File: src/lkvc_pkg.sv
// ----------------------------------------------------------------------------
// lkvc_pkg
// Shared types and constants of the LRU key-value cache.
// ----------------------------------------------------------------------------
`default_nettype none

package lkvc_pkg;

    // Capacity register
    localparam int unsigned CAP_BITS = 5;
    localparam logic [CAP_BITS-1:0] CAP_RESET = 5'd16;

    // Operation codes
    localparam logic KIND_GET = 1'b0;
    localparam logic KIND_PUT = 1'b1;

    // Controller states, one-hot
    typedef enum logic [1:0] {
        ST_IDLE = 2'b01,
        ST_EXEC = 2'b10
    } state_t;

    // Controller to datapath commands
    typedef struct packed {
        logic load;   // capture request and lane compare results
        logic write;  // update store and result register
    } cmd_t;

endpackage

`default_nettype wire

File: src/lkvc_req_if.sv
// ----------------------------------------------------------------------------
// lkvc_req_if
// Request channel: operation kind, key and value with valid/ready.
// ----------------------------------------------------------------------------
`default_nettype none

interface lkvc_req_if #(
    parameter int KEY_BITS   = 16,
    parameter int VALUE_BITS = 31
) ();
    logic                  valid;
    logic                  ready;
    logic                  kind;
    logic [KEY_BITS-1:0]   key;
    logic [VALUE_BITS-1:0] value;

    modport source (output valid, output kind, output key, output value, input ready);
    modport sink   (input valid, input kind, input key, input value, output ready);
endinterface

`default_nettype wire

File: src/lkvc_rsp_if.sv
// ----------------------------------------------------------------------------
// lkvc_rsp_if
// Response channel: hit flag and read value with valid/ready.
// ----------------------------------------------------------------------------
`default_nettype none

interface lkvc_rsp_if #(
    parameter int VALUE_BITS = 31
) ();
    logic                  valid;
    logic                  ready;
    logic                  found;
    logic [VALUE_BITS-1:0] read_value;

    modport source (output valid, output found, output read_value, input ready);
    modport sink   (input valid, input found, input read_value, output ready);
endinterface

`default_nettype wire

File: src/lkvc_cfg_if.sv
// ----------------------------------------------------------------------------
// lkvc_cfg_if
// Configuration write channel carrying the capacity register.
// ----------------------------------------------------------------------------
`default_nettype none

interface lkvc_cfg_if import lkvc_pkg::*; ();
    logic                valid;
    logic                ready;
    logic [CAP_BITS-1:0] capacity;

    modport source (output valid, output capacity, input ready);
    modport sink   (input valid, input capacity, output ready);
endinterface

`default_nettype wire

File: src/lkvc_ctrl.sv
// ----------------------------------------------------------------------------
// lkvc_ctrl
// Sequencer: accepts a request, runs the update step, owns the result valid.
// ----------------------------------------------------------------------------
`default_nettype none

module lkvc_ctrl import lkvc_pkg::*; (
    input  wire logic clk,
    input  wire logic rst_n,
    input  wire logic in_valid,
    output logic      in_ready,
    output logic      out_valid,
    input  wire logic out_ready,
    output cmd_t      cmd
);

    state_t state_reg, state_next;
    logic   out_valid_reg, out_valid_next;

    // Commands
    always_comb
    begin
        cmd.load  = (state_reg == ST_IDLE) && in_valid;
        cmd.write = (state_reg == ST_EXEC) && (!out_valid_reg || out_ready);
    end

    // Next state
    always_comb
    begin
        state_next = state_reg;
        unique case (state_reg)
            ST_IDLE:
            begin
                if (in_valid)
                begin
                    state_next = ST_EXEC;
                end
            end
            ST_EXEC:
            begin
                if (cmd.write)
                begin
                    state_next = ST_IDLE;
                end
            end
            default:
            begin
                state_next = ST_IDLE;
            end
        endcase
    end

    // Result register occupancy
    always_comb
    begin
        priority if (cmd.write)
        begin
            out_valid_next = 1'b1;
        end
        else if (out_ready)
        begin
            out_valid_next = 1'b0;
        end
        else
        begin
            out_valid_next = out_valid_reg;
        end
    end

    always_ff @(posedge clk or negedge rst_n)
    begin
        if (!rst_n)
        begin
            state_reg     <= ST_IDLE;
            out_valid_reg <= 1'b0;
        end
        else
        begin
            state_reg     <= state_next;
            out_valid_reg <= out_valid_next;
        end
    end

    assign in_ready  = (state_reg == ST_IDLE);
    assign out_valid = out_valid_reg;

endmodule

`default_nettype wire

File: src/lkvc_datapath.sv
// ----------------------------------------------------------------------------
// lkvc_datapath
// Recency-ordered slot store with per-lane key compare, move-to-front shift
// and the result register.
// ----------------------------------------------------------------------------
`default_nettype none

module lkvc_datapath import lkvc_pkg::*; #(
    parameter int ENTRIES    = 16,
    parameter int KEY_BITS   = 16,
    parameter int VALUE_BITS = 31
) (
    input  wire logic                  clk,
    input  wire logic                  rst_n,
    input  wire cmd_t                  cmd,
    input  wire logic                  in_kind,
    input  wire logic [KEY_BITS-1:0]   in_key,
    input  wire logic [VALUE_BITS-1:0] in_value,
    input  wire logic                  cfg_valid,
    output logic                       cfg_ready,
    input  wire logic [CAP_BITS-1:0]   cfg_capacity,
    output logic                       out_found,
    output logic [VALUE_BITS-1:0]      out_read_value
);

    localparam int IDX_W = (ENTRIES > 1) ? $clog2(ENTRIES) : 1;
    localparam int CNT_W = $clog2(ENTRIES + 1);
    localparam int CMP_W = (CNT_W > CAP_BITS) ? CNT_W : CAP_BITS;

    // Store and control state
    logic [KEY_BITS-1:0]   slot_key_reg   [ENTRIES];
    logic [VALUE_BITS-1:0] slot_value_reg [ENTRIES];
    logic [CNT_W-1:0]      used_count_reg, used_count_next;
    logic [CAP_BITS-1:0]   capacity_reg;

    // Captured request
    logic                  req_kind_reg;
    logic [KEY_BITS-1:0]   req_key_reg;
    logic [VALUE_BITS-1:0] req_value_reg;
    logic [ENTRIES-1:0]    hit_vec_reg, hit_vec_next;

    // Result register
    logic                  found_reg;
    logic [VALUE_BITS-1:0] read_value_reg;

    // Update step signals
    logic                  found;
    logic [VALUE_BITS-1:0] stored;
    logic [IDX_W-1:0]      hit_idx;
    logic [CMP_W-1:0]      eff_cap;
    logic                  room;
    logic                  is_put;
    logic                  do_shift;
    logic [CNT_W-1:0]      pos;
    logic [ENTRIES-1:0]    shift_en;
    logic [VALUE_BITS-1:0] front_value;

    // Configuration register, always ready
    assign cfg_ready = 1'b1;

    always_ff @(posedge clk or negedge rst_n)
    begin
        if (!rst_n)
        begin
            capacity_reg <= CAP_RESET;
        end
        else if (cfg_valid)
        begin
            capacity_reg <= cfg_capacity;
        end
    end

    // Per-lane compare against valid slots (valid slots form a prefix)
    always_comb
    begin
        for (int i = 0; i < ENTRIES; i++)
        begin
            hit_vec_next[i] = (CNT_W'(i) < used_count_reg) && (slot_key_reg[i] == in_key);
        end
    end

    always_ff @(posedge clk)
    begin
        if (cmd.load)
        begin
            req_kind_reg  <= in_kind;
            req_key_reg   <= in_key;
            req_value_reg <= in_value;
            hit_vec_reg   <= hit_vec_next;
        end
    end

    // Hit reduction: at most one lane matches
    always_comb
    begin
        stored  = '0;
        hit_idx = '0;
        for (int i = 0; i < ENTRIES; i++)
        begin
            stored  = stored | (slot_value_reg[i] & {VALUE_BITS{hit_vec_reg[i]}});
            hit_idx = hit_idx | (IDX_W'(i) & {IDX_W{hit_vec_reg[i]}});
        end
        found = |hit_vec_reg;
    end

    // Effective capacity, clamped to 1..ENTRIES
    always_comb
    begin
        priority if (capacity_reg == '0)
        begin
            eff_cap = CMP_W'(1);
        end
        else if (CMP_W'(capacity_reg) > CMP_W'(ENTRIES))
        begin
            eff_cap = CMP_W'(ENTRIES);
        end
        else
        begin
            eff_cap = CMP_W'(capacity_reg);
        end
    end

    // Move-to-front position: hit slot, free slot, or least recent on evict
    always_comb
    begin
        is_put      = (req_kind_reg == KIND_PUT);
        room        = (CMP_W'(used_count_reg) < eff_cap);
        do_shift    = found || is_put;
        front_value = is_put ? req_value_reg : stored;
        priority if (found)
        begin
            pos = CNT_W'(hit_idx);
        end
        else if (room)
        begin
            pos = used_count_reg;
        end
        else
        begin
            pos = used_count_reg - CNT_W'(1);
        end
        for (int i = 0; i < ENTRIES; i++)
        begin
            shift_en[i] = cmd.write && do_shift && (CNT_W'(i) <= pos);
        end
        used_count_next = used_count_reg;
        if (cmd.write && !found && is_put && room)
        begin
            used_count_next = used_count_reg + CNT_W'(1);
        end
    end

    // Front slot takes the new entry
    always_ff @(posedge clk)
    begin
        if (shift_en[0])
        begin
            slot_key_reg[0]   <= req_key_reg;
            slot_value_reg[0] <= front_value;
        end
    end

    // Remaining slots shift back by one up to the position
    for (genvar g = 1; g < ENTRIES; g++)
    begin : g_lane
        always_ff @(posedge clk)
        begin
            if (shift_en[g])
            begin
                slot_key_reg[g]   <= slot_key_reg[g-1];
                slot_value_reg[g] <= slot_value_reg[g-1];
            end
        end
    end

    always_ff @(posedge clk or negedge rst_n)
    begin
        if (!rst_n)
        begin
            used_count_reg <= '0;
        end
        else
        begin
            used_count_reg <= used_count_next;
        end
    end

    // Result register
    always_ff @(posedge clk)
    begin
        if (cmd.write)
        begin
            found_reg      <= found;
            read_value_reg <= (found && !is_put) ? stored : '0;
        end
    end

    assign out_found      = found_reg;
    assign out_read_value = read_value_reg;

endmodule

`default_nettype wire

File: src/lru_key_value_cache_core.sv
// The lane compare runs in the idle state and is registered with the request on
// transfer; the move-to-front update and the result register write follow in the
// EXEC state. A new request is taken only once the update step has run.
// A full response register that is not taken stalls the update step.
// Reset (rst_n, async, active low) empties the store and sets capacity to 16.
// ----------------------------------------------------------------------------
// lru_key_value_cache_core
// Fully associative key-value cache with least recently used replacement.
// ----------------------------------------------------------------------------
`default_nettype none

module lru_key_value_cache_core import lkvc_pkg::*; #(
    parameter int ENTRIES    = 16,
    parameter int KEY_BITS   = 16,
    parameter int VALUE_BITS = 31
) (
    input  wire logic   clk,
    input  wire logic   rst_n,
    lkvc_req_if.sink    req,
    lkvc_rsp_if.source  rsp,
    lkvc_cfg_if.sink    cfg
);

    cmd_t cmd;

    // Sequencer
    lkvc_ctrl u_ctrl (
        .clk       (clk),
        .rst_n     (rst_n),
        .in_valid  (req.valid),
        .in_ready  (req.ready),
        .out_valid (rsp.valid),
        .out_ready (rsp.ready),
        .cmd       (cmd)
    );

    // Store, compare and result datapath
    lkvc_datapath #(
        .ENTRIES    (ENTRIES),
        .KEY_BITS   (KEY_BITS),
        .VALUE_BITS (VALUE_BITS)
    ) u_datapath (
        .clk            (clk),
        .rst_n          (rst_n),
        .cmd            (cmd),
        .in_kind        (req.kind),
        .in_key         (req.key),
        .in_value       (req.value),
        .cfg_valid      (cfg.valid),
        .cfg_ready      (cfg.ready),
        .cfg_capacity   (cfg.capacity),
        .out_found      (rsp.found),
        .out_read_value (rsp.read_value)
    );

endmodule

`default_nettype wire

File: src/flat_wrapper.sv
// flat-port wrapper written by rule: the top's interface ports become plain ports
module lru_key_value_cache_core_flat import lkvc_pkg::*;
#(
    parameter int ENTRIES    = 16,
    parameter int KEY_BITS   = 16,
    parameter int VALUE_BITS = 31
)
  (clk, rst_n, req_valid, req_kind, req_key, req_value, req_ready, rsp_valid, rsp_found, rsp_read_value, rsp_ready, cfg_valid, cfg_capacity, cfg_ready);
  lkvc_req_if #(.KEY_BITS(KEY_BITS), .VALUE_BITS(VALUE_BITS)) req_i ();
  lkvc_rsp_if #(.VALUE_BITS(VALUE_BITS)) rsp_i ();
  lkvc_cfg_if cfg_i ();
  input  wire logic clk;
  input  wire logic rst_n;
  input wire logic [$bits(req_i.valid)-1:0] req_valid;
  input wire logic [$bits(req_i.kind)-1:0] req_kind;
  input wire logic [$bits(req_i.key)-1:0] req_key;
  input wire logic [$bits(req_i.value)-1:0] req_value;
  output wire logic [$bits(req_i.ready)-1:0] req_ready;
  output wire logic [$bits(rsp_i.valid)-1:0] rsp_valid;
  output wire logic [$bits(rsp_i.found)-1:0] rsp_found;
  output wire logic [$bits(rsp_i.read_value)-1:0] rsp_read_value;
  input wire logic [$bits(rsp_i.ready)-1:0] rsp_ready;
  input wire logic [$bits(cfg_i.valid)-1:0] cfg_valid;
  input wire logic [$bits(cfg_i.capacity)-1:0] cfg_capacity;
  output wire logic [$bits(cfg_i.ready)-1:0] cfg_ready;
  assign req_i.valid = req_valid;
  assign req_i.kind = req_kind;
  assign req_i.key = req_key;
  assign req_i.value = req_value;
  assign req_ready = req_i.ready;
  assign rsp_valid = rsp_i.valid;
  assign rsp_found = rsp_i.found;
  assign rsp_read_value = rsp_i.read_value;
  assign rsp_i.ready = rsp_ready;
  assign cfg_i.valid = cfg_valid;
  assign cfg_i.capacity = cfg_capacity;
  assign cfg_ready = cfg_i.ready;
  lru_key_value_cache_core #(.ENTRIES(ENTRIES), .KEY_BITS(KEY_BITS), .VALUE_BITS(VALUE_BITS)) u_core (.clk(clk), .rst_n(rst_n), .req(req_i), .rsp(rsp_i), .cfg(cfg_i));
endmodule
File: config.mk
export PLATFORM = sky130hd
export DESIGN_NAME = lru_key_value_cache_core_flat
export DESIGN_NICKNAME = d
export VERILOG_FILES = /design/src/lkvc_pkg.sv /design/src/lkvc_req_if.sv /design/src/lkvc_rsp_if.sv /design/src/lkvc_cfg_if.sv /design/src/lkvc_ctrl.sv /design/src/lkvc_datapath.sv /design/src/lru_key_value_cache_core.sv /design/src/flat_wrapper.sv
export SDC_FILE = /design/constraint.sdc
export NUM_CORES = 1
export LEC_CHECK = 0
export BUFFER_PORTS_ARGS = -buffer_cell sky130_fd_sc_hd__buf_4
export CORE_ASPECT_RATIO = 0.6
export CORE_MARGIN = 2
export CORE_UTILIZATION = 56
export DETAILED_ROUTE_END_ITERATION = 16
export GPL_TIMING_DRIVEN = 0
export PLACE_DENSITY = 0.76
export SYNTH_ARGS = -nofsm -noshare
export SYNTH_HDL_FRONTEND = slang
export SYNTH_HIERARCHICAL = 1
export SYNTH_SLANG_ARGS = --single-unit
File: constraint.sdc
create_clock -name clk -period 5.6 [get_ports clk]
set_input_delay 0.28 -clock clk [delete_from_list [all_inputs] [get_ports clk]]
set_output_delay 0.28 -clock clk [all_outputs]
set_load 0.02 [all_outputs]
## Yosys cells after proc, flatten, opt, wreduce, memory -nomap -nowiden

Memories as Yosys holds them, arrays and structs flattened.
Index checks and enable logic that the tools add are counted.
W data, S select, Z words.

| word-level totals | value |
|---|---|
| input port bits | 58 |
| bits in writable memories | 752 |
| ROM bits | 0 |
| memories | 2 |
| bits in registers | 109 |
| latch bits | 0 |
| output and inout port bits | 35 |
| logic and storage cells | 203 |

Memories:

| memory | depth | width | read ports | clocked after Yosys merged registers in | write ports | line | text |
|---|---|---|---|---|---|---|---|
| u_core.u_datapath.slot_value_reg | 16 | 31 | 16 | 0 | 16 | lkvc_datapath.sv:32 | `logic [VALUE_BITS-1:0] slot_value_reg [ENTRIES];` |
| u_core.u_datapath.slot_key_reg | 16 | 16 | 16 | 0 | 16 | lkvc_datapath.sv:31 | `logic [KEY_BITS-1:0] slot_key_reg [ENTRIES];` |

| cells by class | value |
|---|---|
| shift-type cells | 0 |
| $mul | 0 |
| bitwise operators | 45 |
| reductions and logical operators | 48 |
| $add $sub $neg | 2 |
| equal/unequal tests | 20 |
| $lt $le $gt $ge | 34 |
| div/mod/pow operators | 0 |
| muxes and demuxes | 42 |

Operators by type and width:

| cell | number |
|---|---|
| $and A31 B31 Y31 | 16 |
| $or A31 B31 Y31 | 15 |
| $eq A16 B16 Y1 | 16 |
| $le A4 B5 Y1 const A | 8 |
| $lt A4 B5 Y1 const A | 8 |
| $logic_and A1 B1 Y1 | 39 |
| $mux W1 | 34 |
| $mux W31 | 1 |
| $or A4 B4 Y4 | 7 |
| $le A3 B5 Y1 const A | 4 |
| $lt A3 B5 Y1 const A | 4 |
| $mux W5 | 4 |
| $reduce_or A16 Y1 | 1 |
| $le A1 B5 Y1 const A | 2 |
| $le A2 B5 Y1 const A | 2 |
| $lt A1 B5 Y1 const A | 2 |
| $lt A2 B5 Y1 const A | 2 |
| $or A3 B3 Y3 | 3 |
| $add A5 B1 Y5 const B | 1 |
| $gt A5 B5 Y1 const B | 1 |
| $logic_not A5 Y1 | 1 |
| $lt A5 B5 Y1 | 1 |
| $sub A5 B1 Y5 const B | 1 |
| $mux W2 | 2 |
| other kinds (12) | 16 |

## Longest topological paths before layout

| logic depth | value |
|---|---|
| depth after elaboration | 19 |
| depth in mapped cells | 9 |
| gate-level depth less buffers | 9 |

## Hierarchy

The synthesis kept the hierarchy.

By module, submodules not included:

| module | cells an instance | times used | sequential area each (um^2) | area an instance (um^2) |
|---|---|---|---|---|
| lkvc_datapath | 1,868 | 1 | 25,715.9 | 32,788.9 |
| lkvc_ctrl | 12 | 1 | 76.3 | 137.6 |

## Worst setup path before layout

OpenSTA, ideal clock, no wires.

| path | value |
|---|---|
| path type | reg2reg |
| start point | register u_core.u_datapath.capacity_reg[4] |
| end point | memory u_core.u_datapath.slot_key_reg[10][0], in the netlist u_core/u_datapath/slot_key_reg[2][32], enable pin |
| clock period less this slack | 6,063 ps |
| data required time | 5,078 ps |
| slack | -463 ps |
| buffers on the path | 0 |
| data arrival time | 5,540 ps |
| cell stages (with the launch flop) | 10 |
| path through | dfstp_2 inv_1 nand2_1 ha_1 and4_1 o211a_4 o211ai_2 mux2i_2 nor2_1 a211oi_1 |

RTL lines:

| item | line | text |
|---|---|---|
| start, declared | lkvc_datapath.sv:34 | `logic [CAP_BITS-1:0] capacity_reg;` |
| start signal, assigned | lkvc_datapath.sv:69 | `capacity_reg <= cfg_capacity;` |
| end, declared | lkvc_datapath.sv:31 |  |

==> qor.txt <==
Crit-path cells: clkbuf_1 -> nor4_4 -> and4_1 -> buf_6 -> inv_4 -> o21ai_1 -> clkbuf_1 -> nor2_4 -> buf_12
Leak Pwr: 12.7 nW
Sum Neg Setup Slack: 0 ns
Worst Tran Pin Value: 1.50 ns
Family with the most delay on the worst path: buffers and inverters
#FFs+latches synth: 861
Buf/Inv on CP: 5
Fin nets: 2205
Clock root buffer: clkbuf_16
Antenna violations before repair: 2
Unrepaired setup endpoints after global routing: false
Status: finished, violations left
Die ar.: 0.0608 sq mm
Clock power frac: 0.373
Max-slew headroom: 0.00272
Clock tree from TritonCTS: yes
Period minus WS final: 4.33 ns
DRT iter0 DRCs: 3993
Router iterations before antenna repair: 6
CP required: 5.94 ns
Vias in the first global route: 19115
TritonCTS Sinks: 861
Mapped Avg Cell Area: 17.5 sq um
Sequential Area: 0.0258 sq mm
Pin count of the biggest net entering global routing: 44
Cell Area, Placed: 0.0355 sq mm
Comb power frac: 0.080
Post-Place Worst Slack: 1.45 ns
Switch share: 0.231
Clock-pin slew on the worst setup and hold paths: 0.07 ns
Post-synth top area cell: edfxtp_1
Post-route ant nets: 0
Power Density: 361 mW/mm^2
DP Wirelength: 63100 um
Worst setup margin: 1.27 ns
Ant. Diodes: 0
F_max: 231 MHz
# IOs: 93
Post-synthesis cell count: 1880
# fillers: 3675
Worst r2r path cells: 9
Data arrival, critical path: 4.67 ns
Crit path max-delay cell type: clkbuf_1
Final core utilization: 0.666
Final setup vio count: 0
Layout cell share with drive strength beyond 1: 0.128
CTS Buf Count: 72
DR top layer: met4
Leading cell types by total area after synthesis: edfxtp_1 (77%), xor2_1 (4.8%), a22oi_1 (2.8%)
WL per Instance: 31.2 um
Yosys top cell area share: 0.773
Post-Layout Inst Area: 0.0385 sq mm
R2r endpoint: u_core/u_datapath/slot_key_reg[1][15]
Final Non-Filler Cells: 2967
Worst Path Max Fanout: 28
Switching power total: 3.20 mW
Sequential cell area fraction in the yosys report: 0.783
Core Box Area: 0.0578 sq mm
CTS Buffer Depth: 3
DRT Wirelength: 92600 um
Startpoint types: register
Crit path kind: register to register
IO buf count: 91
CP endpoint kind: register
Sequential power share: 0.547
Total power: 13.9 mW
Worst R2R Setup Slack: 1.27 ns
Row cnt: 68
Failing checks: max-capacitance violations
GR Util All Layers: 0.307
Multi-input logic area: 0.00675 sq mm
Placer Congestion: 0.932
Syn_nets: 1945
Met1 wire length: 36000 um
Clock skew: 0.0378 ns
FF-to-FF Start: u_core/u_datapath/hit_vec_reg[15]
Synth Cell Area: 0.0329 sq mm
# H-tree levels: 3
Ys async rst share: 0.0151
Worst-skew pair later-pin latency: 0.62 ns
Critical path's most frequent cell: clkbuf_1
Worst vdd ir: 0.224 mV
Synth-to-Final Area Change: 16.9%
Postcts setup bufs: 0
DRC violations left: 0
Hold Crit Class: input pin to async pin
CP max stage delay: 0.99 ns
Final period util: 0.772
Max-Cap Viols: 1
Die Wd: 317 um
Ys flop type: edfxtp_1
Critical path depth: 9
Met3 Wirelength: 17800 um
Cell-internal power: 10.7 mW
First-pass GRT wire length: 131000 um
Hold WS: 0.0788 ns
Post-synth cell types: 62
Final count of hold timing violations: 0
Placed Cells: 2779
GR Overflow Total: 0
Starting Density: 0.570
Vias: 19839
Slew Limit Fails: 0
Die Y: 192 um
Max reg flops: 496
DR WL met2: 36100 um
Via-to-Cell Ratio: 6.69
Number of flops mapped to enable cells by yosys: 848
Yosys warnings: 6
## Yosys cell counts, drive strengths merged, types with 2 or more instances
master,n
o211ai,4
nand4,26
xor2,182
nand2,20
o31ai,2
clkbuf,84
nor2,76
and4,2
o21ai,11
a22oi,124
buf,16
a211oi,7
a31oi,3
nand2b,3
edfxtp,848
nor3,15
mux2i,32
a21oi,12
a221oi,62
nor2b,3
ha,7
inv,40
mux2,4
dfstp,2
a22o,62
dfrtp,11
xnor2,78
nor4,51
o31a,2
nand3,73
## per-layer routing
metal | GRT usage | vias to the layer above
li1 | - | 7925
met3 | 0.142 | 254
met1 | 0.459 | 9706
met5 | 0 | -
met2 | 0.401 | 1954
met4 | 0.0842 | 0
## power groups by stage
| stage | registers (mW) | logic (mW) | clock network, mW |
|---|---|---|---|
| floorplan | 7.68 | 0.524 | 0 |
| global placement | 7.75 | 0.909 | 0 |
| detailed placement | 7.71 | 1.03 | 0 |
| CTS | 7.57 | 1.07 | 5.20 |
| global route | 7.60 | 1.15 | 5.45 |
| finish | 7.59 | 1.11 | 5.18 |
## worst max-delay path by stage
stage | to | from | slack, ns
floorplan | u_core/u_datapath/slot_key_reg[2][32] | u_core/u_datapath/capacity_reg[4] | -0.46
global placement | u_core/u_datapath/slot_value_reg[1][64] | u_core/u_datapath/capacity_reg[4] | -3.97
detailed placement | u_core/u_datapath/slot_key_reg[1][11] | u_core/u_datapath/hit_vec_reg[15] | 1.45
CTS | u_core/u_datapath/slot_key_reg[1][15] | u_core/u_datapath/hit_vec_reg[15] | 1.42
global route | u_core/u_datapath/slot_key_reg[1][0] | u_core/u_datapath/hit_vec_reg[9] | 1.22
finish | u_core/u_datapath/slot_key_reg[1][15] | u_core/u_datapath/hit_vec_reg[15] | 1.27
## worst register-to-register path, cell delays in order, from the launching register on
cell,delay (ns)
edfxtp_1,0.36
clkbuf_1,0.38
nor4_4,0.40
and4_1,0.28
buf_6,0.17
inv_4,0.10
o21ai_1,0.60
clkbuf_1,0.99
nor2_4,0.45
buf_12,0.33
## layout by cell type, fill, tap and decap left out, types with 13 or more instances in the layout
master / synthesis / routed
a221oi_1: 62 / 62
a22o_1: 62 / 62
a22oi_1: 124 / 124
buf_12: 0 / 15
buf_4: 2 / 93
buf_8: 0 / 13
clkbuf_1: 84 / 89
clkbuf_16: 0 / 76
clkinv_1: 0 / 18
clkinv_2: 0 / 15
dlygate4sd3_1: 0 / 57
edfxtp_1: 848 / 848
inv_1: 39 / 38
mux2i_1: 31 / 31
nand2_1: 19 / 19
nand3_1: 72 / 72
nand4_1: 26 / 26
nor2_1: 75 / 73
nor3_1: 14 / 14
nor4_1: 48 / 48
xnor2_1: 78 / 78
xor2_1: 182 / 182
## cells by family (layout without fill, tap and decap cells)
family / after synthesis / in the layout / share of synthesized area
buf+inv: 140 / 457 / 0.0165
mux: 36 / 36 / 0.0112
compound gates: 300 / 300 / 0.0732
simple gates: 275 / 275 / 0.0438
fa+ha+maj: 7 / 7 / 0.00266
xor+xnor: 260 / 260 / 0.0692
flops: 861 / 861 / 0.783
other cells: 1 / 1 / 0.000114
## final cells by class
type,instances,area share
Buffer,100,0.0102
Clock buffer,81,0.0499
Clock inverter,50,0.0126
Inverter,40,0.00397
Multi-Input combinational cell,879,0.176
Sequential cell,861,0.670
Tap cell,770,0.0250
Timing Repair Buffer,186,0.0526
## repair_timing
item / 4_1_cts / 5_1_grt
gates resized for setup: 0 / 0
hold endpoints to repair: 68 / 0
hold buffers: 57 / 0
Power figures use the tool's default switching activity.
